[config.mk]
export PLATFORM = sky130hd
export DESIGN_NAME = d8t_ctrl
export DESIGN_NICKNAME = d
export VERILOG_FILES = /design/src/design/d8t_pkg.sv /design/src/design/d8t_ctrl.sv
export SDC_FILE = /design/constraint.sdc
export NUM_CORES = 1
export LEC_CHECK = 0
export BUFFER_PORTS_ARGS = -buffer_cell sky130_fd_sc_hd__buf_2
export CORE_AREA = 2 2 42 44
export CTS_CLUSTER_SIZE = 16
export DETAILED_ROUTE_END_ITERATION = 7
export DIE_AREA = 0 0 44 46
export GPL_TIMING_DRIVEN = 0
export MAX_ROUTING_LAYER = met4
export PLACE_DENSITY_LB_ADDON = 0.05
export SYNTH_ARGS = -nofsm -noshare
export SYNTH_HDL_FRONTEND = slang
export SYNTH_SLANG_ARGS = --single-unit
[constraint.sdc]
create_clock -name i_clk -period 2.05 [get_ports i_clk]
set_clock_uncertainty 0.05 [all_clocks]
set_input_delay 0.41 -clock i_clk [delete_from_list [all_inputs] [get_ports i_clk]]
set_output_delay 0.41 -clock i_clk [all_outputs]
set_load 0.05 [all_outputs]
[src/design/d8t_pkg.sv]
// Package: constants, codes, command/status types and direction decode for the D8 tracer.
`default_nettype none

package d8t_pkg;

    localparam int GRID_CELLS = 262144;
    localparam int MAX_CELLS  = 131072;
    localparam int MAX_HOPS   = 4096;

    localparam int ADDR_W  = $clog2(GRID_CELLS);
    localparam int HOP_W   = $clog2(MAX_HOPS + 1);
    localparam int FULL_W  = 21;
    localparam int COL_W   = 10;
    localparam int ROW_W   = 9;
    localparam int CODE_W  = 16;
    localparam int IDX_W   = 17;
    localparam int KIND_W  = 3;
    localparam int COLS_W  = 11;
    localparam int ROWS_W  = 10;
    localparam int CFG_W   = 2;
    localparam int POSC_W  = 13;
    localparam int POSR_W  = 12;

    localparam logic [1:0] OP_LOAD  = 2'd0;
    localparam logic [1:0] OP_MARK  = 2'd1;
    localparam logic [1:0] OP_TRACE = 2'd2;

    localparam logic [KIND_W-1:0] KIND_LINKED     = 3'd0;
    localparam logic [KIND_W-1:0] KIND_OUTFLOW    = 3'd1;
    localparam logic [KIND_W-1:0] KIND_SINK       = 3'd2;
    localparam logic [KIND_W-1:0] KIND_UNRESOLVED = 3'd3;
    localparam logic [KIND_W-1:0] KIND_SKIPPED    = 3'd4;

    localparam logic [CFG_W-1:0] CFG_COLUMNS = 2'd0;
    localparam logic [CFG_W-1:0] CFG_ROWS    = 2'd1;
    localparam logic [CFG_W-1:0] CFG_NODATA  = 2'd2;
    localparam logic [CFG_W-1:0] CFG_WRAP    = 2'd3;

    localparam logic [COLS_W-1:0] RST_COLUMNS = 11'd720;
    localparam logic [ROWS_W-1:0] RST_ROWS    = 10'd360;
    localparam logic signed [CODE_W-1:0] RST_NODATA = -16'sd9999;

    localparam logic signed [CODE_W-1:0] CODE_OUTFLOW = 16'sd0;
    localparam logic signed [CODE_W-1:0] CODE_SINK    = -16'sd1;
    localparam logic signed [CODE_W-1:0] DIR_E  = 16'sd1;
    localparam logic signed [CODE_W-1:0] DIR_SE = 16'sd2;
    localparam logic signed [CODE_W-1:0] DIR_S  = 16'sd4;
    localparam logic signed [CODE_W-1:0] DIR_SW = 16'sd8;
    localparam logic signed [CODE_W-1:0] DIR_W  = 16'sd16;
    localparam logic signed [CODE_W-1:0] DIR_NW = 16'sd32;
    localparam logic signed [CODE_W-1:0] DIR_N  = 16'sd64;
    localparam logic signed [CODE_W-1:0] DIR_NE = 16'sd128;

    typedef struct packed {
        logic              ok;
        logic signed [1:0] dc;
        logic signed [1:0] dr;
    } t_step;

    typedef struct packed {
        logic             valid;
        logic [IDX_W-1:0] idx;
    } t_map_word;

    typedef struct packed {
        logic cap_in;
        logic addr_calc;
        logic mem_wr;
        logic clr_wr;
        logic eval;
        logic step;
        logic out_load;
    } t_cmd;

    typedef struct packed {
        logic [1:0] op;
        logic       clr_last;
        logic       stop;
    } t_sts;

    function automatic t_step dir_delta(input logic signed [CODE_W-1:0] v);
        t_step s;
        s.ok = 1'b1;
        s.dc = 2'sb00;
        s.dr = 2'sb00;
        case (v)
            DIR_E: begin
                s.dc = 2'sb01;
            end
            DIR_SE: begin
                s.dc = 2'sb01;
                s.dr = 2'sb11;
            end
            DIR_S: begin
                s.dr = 2'sb11;
            end
            DIR_SW: begin
                s.dc = 2'sb11;
                s.dr = 2'sb11;
            end
            DIR_W: begin
                s.dc = 2'sb11;
            end
            DIR_NW: begin
                s.dc = 2'sb11;
                s.dr = 2'sb01;
            end
            DIR_N: begin
                s.dr = 2'sb01;
            end
            DIR_NE: begin
                s.dc = 2'sb01;
                s.dr = 2'sb01;
            end
            default: begin
                s.ok = 1'b0;
            end
        endcase
        return s;
    endfunction

endpackage

`default_nettype wire

[src/design/d8t_ctrl.sv]
// Controller: state machine sequencing clear, load, mark and trace walks.
`default_nettype none

module d8t_ctrl (
    input  wire logic          i_clk,
    input  wire logic          i_rst_n,
    input  wire logic          i_in_valid,
    output logic               o_in_ready,
    input  wire logic          i_out_ready,
    output logic               o_out_valid,
    input  wire d8t_pkg::t_sts i_sts,
    output d8t_pkg::t_cmd      o_cmd
);

    typedef enum logic [6:0] {
        S_CLEAR = 7'b0000001,
        S_IDLE  = 7'b0000010,
        S_ADDR  = 7'b0000100,
        S_WRITE = 7'b0001000,
        S_READ  = 7'b0010000,
        S_EVAL  = 7'b0100000,
        S_DONE  = 7'b1000000
    } t_state;

    t_state r_state;
    t_state n_state;
    logic   r_out_valid;
    logic   n_out_valid;

    always_comb begin
        o_cmd   = '0;
        n_state = r_state;
        case (r_state)
            S_CLEAR: begin
                o_cmd.clr_wr = 1'b1;
                if (i_sts.clr_last) begin
                    n_state = S_IDLE;
                end
            end
            S_IDLE: begin
                if (i_in_valid) begin
                    o_cmd.cap_in = 1'b1;
                    n_state      = S_ADDR;
                end
            end
            S_ADDR: begin
                o_cmd.addr_calc = 1'b1;
                case (i_sts.op)
                    d8t_pkg::OP_TRACE: n_state = S_READ;
                    d8t_pkg::OP_LOAD:  n_state = S_WRITE;
                    d8t_pkg::OP_MARK:  n_state = S_WRITE;
                    default:           n_state = S_IDLE;
                endcase
            end
            S_WRITE: begin
                o_cmd.mem_wr = 1'b1;
                n_state      = S_IDLE;
            end
            S_READ: begin
                n_state = S_EVAL;
            end
            S_EVAL: begin
                o_cmd.eval = 1'b1;
                if (i_sts.stop) begin
                    n_state = S_DONE;
                end else begin
                    o_cmd.step = 1'b1;
                    n_state    = S_ADDR;
                end
            end
            S_DONE: begin
                if (!r_out_valid || i_out_ready) begin
                    o_cmd.out_load = 1'b1;
                    n_state        = S_IDLE;
                end
            end
            default: begin
                n_state = S_IDLE;
            end
        endcase
    end

    always_comb begin
        if (o_cmd.out_load) begin
            n_out_valid = 1'b1;
        end else if (i_out_ready) begin
            n_out_valid = 1'b0;
        end else begin
            n_out_valid = r_out_valid;
        end
    end

    always_ff @(posedge i_clk) begin
        if (!i_rst_n) begin
            r_state     <= S_CLEAR;
            r_out_valid <= 1'b0;
        end else begin
            r_state     <= n_state;
            r_out_valid <= n_out_valid;
        end
    end

    assign o_in_ready  = (r_state == S_IDLE);
    assign o_out_valid = r_out_valid;

endmodule

`default_nettype wire

==> results_dict.tcl, run 1 <==
set metrics [dict create \
    status "finished, violations left" \
    failed_checks "setup timing" \
    grt-busiest-layer "met2" \
    drv_cap 0 \
    worst-setup-path-type "flop to primary output" \
    power_frac_comb 0.233 \
    setup_viol 3 \
    yosysTopAreaCell "dfxtp_1" \
    place_inst 78 \
    path_max_fanout 3 \
    gp_routability_congestion 0.676 \
    vias 444 \
    power_density_nw_per_um2 543 \
    setup.worst_path.end_class "primary output" \
    r2r-end "r_state[2]" \
    sequentialPowerShare 0.436 \
    ant_nets 0 \
    syn_area_um2 434 \
    crit_required_ns 1.59 \
    postRouteWirelength_um 1130 \
    grt_use_met3 0.0238 \
    clockPowerShare 0.331 \
    antenna_found_initial 0 \
    fmax_ghz 0.457 \
    fin_nets 81 \
    portBuffers 16 \
    io_pins 17 \
    slew_headroom 0.726 \
    fp.dieW_um 44 \
    p_total_mw 0.374 \
    synth-seq-cells 8 \
    slowest_delay_ns 0.50 \
    cp_cell_sequence "or4_4, nor4b_4, and2b_4, buf_8" \
    hold_depth 2 \
    p_int_mw 0.264 \
    final_common_cell "buf_2" \
    grt_pass1_wl_um 1640 \
    crit_end "o_cmd[1]" \
    yosysSeqAreaShare 0.369 \
    grtUsageTotal 0.117 \
    worst_slew_pin_slew_ns 0.411 \
    design.core.area_um2 1610 \
    power.switching_mw 0.110 \
    routedWlPerCell_um 12.8 \
    dr.pass1.iters 4 \
    grt_max_degree 10 \
    finalCritPeriodShare 1.07 \
    cts.sinks 8 \
    utilization 0.426 \
    layout_min_cycle_time_ns 2.19 \
    holdBufCountCts 0 \
    die_h_um 46 \
    synth_top_area_share 0.369 \
    worstRegToRegCells 5 \
    yosysWarningCount 0 \
    num_antenna_cells 0 \
    start_util 0.269 \
    h-tree-depth 1 \
    clk_pin_slew_ns 0.06 \
    post_drt_via_cell_ratio 5.05 \
    hold_path.class "primary input to flop" \
    synth_fp_nets 53 \
    cp_slowest_cell "or4_4" \
    worstSkewPairLatency_ns 0.26 \
    rrSetupSlack_ns 0.38 \
    rows 15 \
    netlist_instances 45 \
    die-area_um2 2020 \
    layout.cells.non_filler 88 \
    drtIter0Drc 6 \
    r2r-start "r_state[0]" \
    slew_viol_final 0 \
    final_layout_size_suffix_gt1_frac 0.577 \
    drcViolationCount 0 \
    rsz0062_at_grt "yes" \
    cts_buffer_depth 2 \
    cts_root_buffer "clkbuf_4" \
    nFillCells 165 \
    cts_tree "yes" \
    use_met1 0.149 \
    first_global_vias 380 \
    hold_violations 0 \
    postLayoutSetupSlackWorst_ns -0.139 \
    ir_worst_vdd_mv 0.235 \
    syn_avg_cell_area_um2 9.65 \
    p_sw_frac 0.295 \
    grtUsageMet2 0.168 \
    startpoint_type "flop" \
    mostFrequentLayoutCells "12 x buf_2, 8 x buf_4, 4 x nand2_1, 4 x clkbuf_4, 4 x dfxtp_1" \
    syn_to_final_growth_pct 58.5 \
    dp_hpwl_um 744 \
    synth_cell_types 24 \
    critPathArrivalTime_ns 1.73 \
    overflow 0 \
    cts_buffers 3 \
    synth_area_leaders "dfxtp_1 37%, and4bb_2 5.8%, nor4b_4 5.5%" \
    worstSetupStartpoint "r_state[0]" \
    p_leak_nw 0.304 \
]
[cell usage after synthesis (all sizes together)]
cell / n
and2b: 1
nand2: 4
nor2b: 3
nor4: 2
nor4b: 1
or4: 1
nand3: 1
o2bb2ai: 1
and4bb: 2
dfxtp: 8
o21a: 1
buf: 2
nor3b: 3
and3: 1
nor2: 3
a221oi: 1
xor2: 1
a22oi: 1
nor3: 1
and2: 1
o211ai: 1
and4b: 2
o21ai: 2
o211a: 1
[stage by stage]
step	setup slack (ns)	hold slack, ns	area, um^2	setup TNS (ns)
after floorplan	-0.364	0.425	439	-0.531
after global placement	-0.0987	0.470	541	-0.128
after detailed placement	-0.0917	0.477	541	-0.126
after CTS	-0.159	0.252	638	-0.429
after global routing	-0.193	0.264	688	-0.499
final	-0.139	0.262	688	-0.308
[worst min-delay path by stage]
| stage | start | end | slack, ns |
|---|---|---|---|
| 6_report | i_sts[2] | r_state[4] | 0.26 |
| 5_1_grt | i_sts[2] | r_state[4] | 0.26 |
| 4_1_cts | i_sts[2] | r_state[4] | 0.25 |
| 3_5_place_dp | r_state[5] | r_state[5] | 0.48 |
| 3_3_place_gp | r_state[5] | r_state[5] | 0.47 |
| 2_1_floorplan | r_state[5] | r_state[5] | 0.43 |
[power by group through the flow]
stage / Clock [mW] / Combinational, mW / Sequential (mW)
2_1_floorplan: 0 / 0.0528 / 0.167
3_3_place_gp: 0 / 0.0727 / 0.168
3_5_place_dp: 0 / 0.0717 / 0.168
4_1_cts: 0.132 / 0.0780 / 0.165
5_1_grt: 0.134 / 0.0932 / 0.164
6_report: 0.124 / 0.0871 / 0.163
[registers in the layout (all words and copies together), names as in the netlist]
signal	flops
r_state	7
o_out_valid	1
[cell type report]
class | count | area, um^2 | area share
well taps | 17 | 21.3 | 0.0309
plain buffers | 2 | 18.8 | 0.0273
clock buffers | 3 | 22.5 | 0.0327
multi-input cells | 35 | 290 | 0.422
repair buffers | 23 | 165 | 0.240
flip-flops and latches | 8 | 170 | 0.247
[cell families (layout without fill, tap and decap cells)]
logic type / Yosys count / in the layout / share of synthesized area
compound gates: 8 / 8 / 0.138
buf+inv: 2 / 28 / 0.0346
simple gates: 26 / 26 / 0.438
xor+xnor: 1 / 1 / 0.0202
flops: 8 / 8 / 0.369
[layer usage]
| layer | vias up | routed length (um) |
|---|---|---|
| li1 | 224 | - |
| met1 | 209 | 506 |
| met2 | 11 | 554 |
| met3 | 0 | 64 |
| met4 | 0 | 0 |
| met5 | - | 0 |
[timing repair]
item	in CTS	in global routing
pin swaps	1	2
endpoints found under the hold margin	0	0
gates resized for setup	12	8
buffers inserted	5	2
setup endpoints to repair	6	4
[critical path: cells and delay by family (launching register included)]
family	cells	cell delay (ns)
and+or+nand+nor	3	0.97
DFF	1	0.36
buffers and inverters	1	0.14
No activity file was read; power rests on OpenSTA's default activity.
==> run 2: changes to the inputs <==
--- a/config.mk
+++ b/config.mk
@@ -12,7 +12,7 @@
 export DIE_AREA = 0 0 44 46
 export GPL_TIMING_DRIVEN = 0
 export MAX_ROUTING_LAYER = met4
-export PLACE_DENSITY_LB_ADDON = 0.05
+export PLACE_DENSITY = 0.5
 export SYNTH_ARGS = -nofsm -noshare
 export SYNTH_HDL_FRONTEND = slang
 export SYNTH_SLANG_ARGS = --single-unit
==> run 2 against run 1 <==
  * The flow still finishes with violations (setup timing)
  * Combinational power fell by 8.3%
  * Design area shrank 1.1%
  * Via count down 2.5%
  * Total power is 3.0% lower
  * Critical path depth unchanged
  * Non-clock buffer count increased by 1
  * First-iteration DRC count fell by 17%
  * Maximum frequency decreased by 1.8%
  * Clock power decreased by 6%
  * Setup slack lost 0.040 ns
  * Register-to-register slack got worse by 0.06 ns
  * Critical path type unchanged
  * Critical endpoint unchanged
  * Largest cell class unchanged
  * Largest power group unchanged
==> results_dict.tcl, run 2 (synthesis gave the netlist of run 1 again) <==
set metrics [dict create \
    syn_to_final_growth_pct 56.8 \
    ant_nets 0 \
    ir_worst_vdd_mv 0.193 \
    fmax_ghz 0.449 \
    slew_viol_final 0 \
    sequentialPowerShare 0.459 \
    postRouteWirelength_um 1040 \
    power.switching_mw 0.101 \
    rsz0062_at_grt "yes" \
    critPathArrivalTime_ns 1.77 \
    largest_reg_flops 7 \
    vias 433 \
    p_leak_nw 0.307 \
    worst_slew_pin_slew_ns 0.327 \
    worst-setup-path-type "flop to primary output" \
    start_util 0.269 \
    p_sw_frac 0.278 \
    startpoint_type "flop" \
    gp_routability_congestion 0.692 \
    setup.worst_path.end_class "primary output" \
    grt_max_degree 10 \
    status "finished, violations left" \
    power_density_nw_per_um2 533 \
    hold_violations 0 \
    worstSkewPairLatency_ns 0.25 \
    nFillCells 160 \
    clockPowerShare 0.321 \
    crit_family "simple AND/OR/NAND/NOR gates" \
    die_h_um 46 \
    dp_hpwl_um 762 \
    path_buf_inv 1 \
    failed_checks "setup timing" \
    die-area_um2 2020 \
    post_drt_via_cell_ratio 4.87 \
    layout_min_cycle_time_ns 2.23 \
    cts_root_buffer "clkbuf_4" \
    dr.pass1.iters 3 \
    final_layout_size_suffix_gt1_frac 0.569 \
    path_max_fanout 6 \
    fp.dieW_um 44 \
    grtUsageTotal 0.141 \
    cts_buffers 3 \
    cts_tree "yes" \
    clk_pin_slew_ns 0.05 \
    final_common_cell "buf_4" \
    num_antenna_cells 0 \
    drcViolationCount 0 \
    crit_required_ns 1.59 \
    cts_buffer_depth 2 \
    drv_cap 0 \
    portBuffers 16 \
    finalHoldWorstSlack_ns 0.287 \
    io_pins 17 \
    drtIter0Drc 5 \
    utilization 0.422 \
    finalCritPeriodShare 1.09 \
    rows 15 \
    overflow 0 \
    design.core.area_um2 1610 \
    fin_nets 82 \
    hold_path.class "primary input to flop" \
    cp_cell_sequence "or4_4, nor4b_4, and2b_4, buf_8" \
    slew_headroom 0.782 \
    largest_register "r_state" \
    postLayoutSetupSlackWorst_ns -0.179 \
    holdBufCountCts 0 \
    routedWlPerCell_um 11.6 \
    setup_viol 3 \
    first_global_vias 402 \
    slowest_delay_ns 0.51 \
    grt_pass1_wl_um 1880 \
    p_int_mw 0.262 \
    cts.sinks 8 \
    mostFrequentLayoutCells "11 x buf_4, 10 x buf_2, 5 x clkbuf_4" \
    power_frac_comb 0.220 \
    antenna_found_initial 0 \
    cp_slowest_cell "or4_4" \
    h-tree-depth 1 \
]
## run 2: cell types whose count changed in the layout (fill, tap and decap cells not counted)
cell	before	now
dfxtp_4	2	0
buf_4	8	11
clkbuf_4	4	5
nor2b_4	1	0
buf_2	12	10
dfxtp_2	2	4
nor2b_1	2	3
buf_8	3	2
## run 2: repair_timing
item                                    in CTS  in global routing
gates resized for setup                     13                  4
pin swaps                                    4                  1
buffers inserted                             8                  0
endpoints found under the setup margin       6                  7
## run 2: final cells by class
| class | instances | area, um^2 | share of cell area |
|---|---|---|---|
| Multi-Input combinational cell | 35 | 283 | 0.415 |
| Timing Repair Buffer | 24 | 174 | 0.256 |
| Sequential cell | 8 | 165 | 0.243 |
| Clock buffer | 3 | 22.5 | 0.0331 |
| Tap cell | 17 | 21.3 | 0.0312 |
| Buffer | 2 | 15.0 | 0.0221 |
## run 2: worst paths after layout
check	end	cells after the start	slack, ns	startpoint
worst max-delay path	o_cmd[1]	4	-0.18	r_state[0]
worst min register to register	r_state[5]	2	0.52	r_state[4]
worst min-delay path	r_state[3]	2	0.29	i_sts[3]
worst max register to register	r_state[6]	6	0.32	r_state[0]
## run 2: power groups by stage
stage,combinational [mW],clock [mW],sequential (mW)
after CTS,0.0773,0.123,0.166
final,0.0799,0.116,0.166
after global routing,0.0876,0.131,0.167
after floorplan,0.0528,0,0.167
after detailed placement,0.0721,0,0.168
after global placement,0.0717,0,0.168
## run 2: stage by stage
step	cells	setup slack [ns]	cell area (um^2)	TNS (ns)	total power, mW
2_1_floorplan	45	-0.364	439	-0.531	0.220
3_3_place_gp	78	-0.0924	541	-0.0924	0.240
3_5_place_dp	78	-0.0873	541	-0.107	0.240
4_1_cts	89	-0.153	663	-0.410	0.366
5_1_grt	89	-0.228	681	-0.632	0.386
6_report	89	-0.179	681	-0.329	0.363
## run 2: per-layer routing
metal / up-vias / GRT usage / part of all wire
li1: 227 / - / -
met1: 194 / 0.183 / 0.47
met2: 10 / 0.182 / 0.46
met3: 2 / 0.0238 / 0.041
met4: 0 / 0.127 / 0.029
met5: - / - / 0
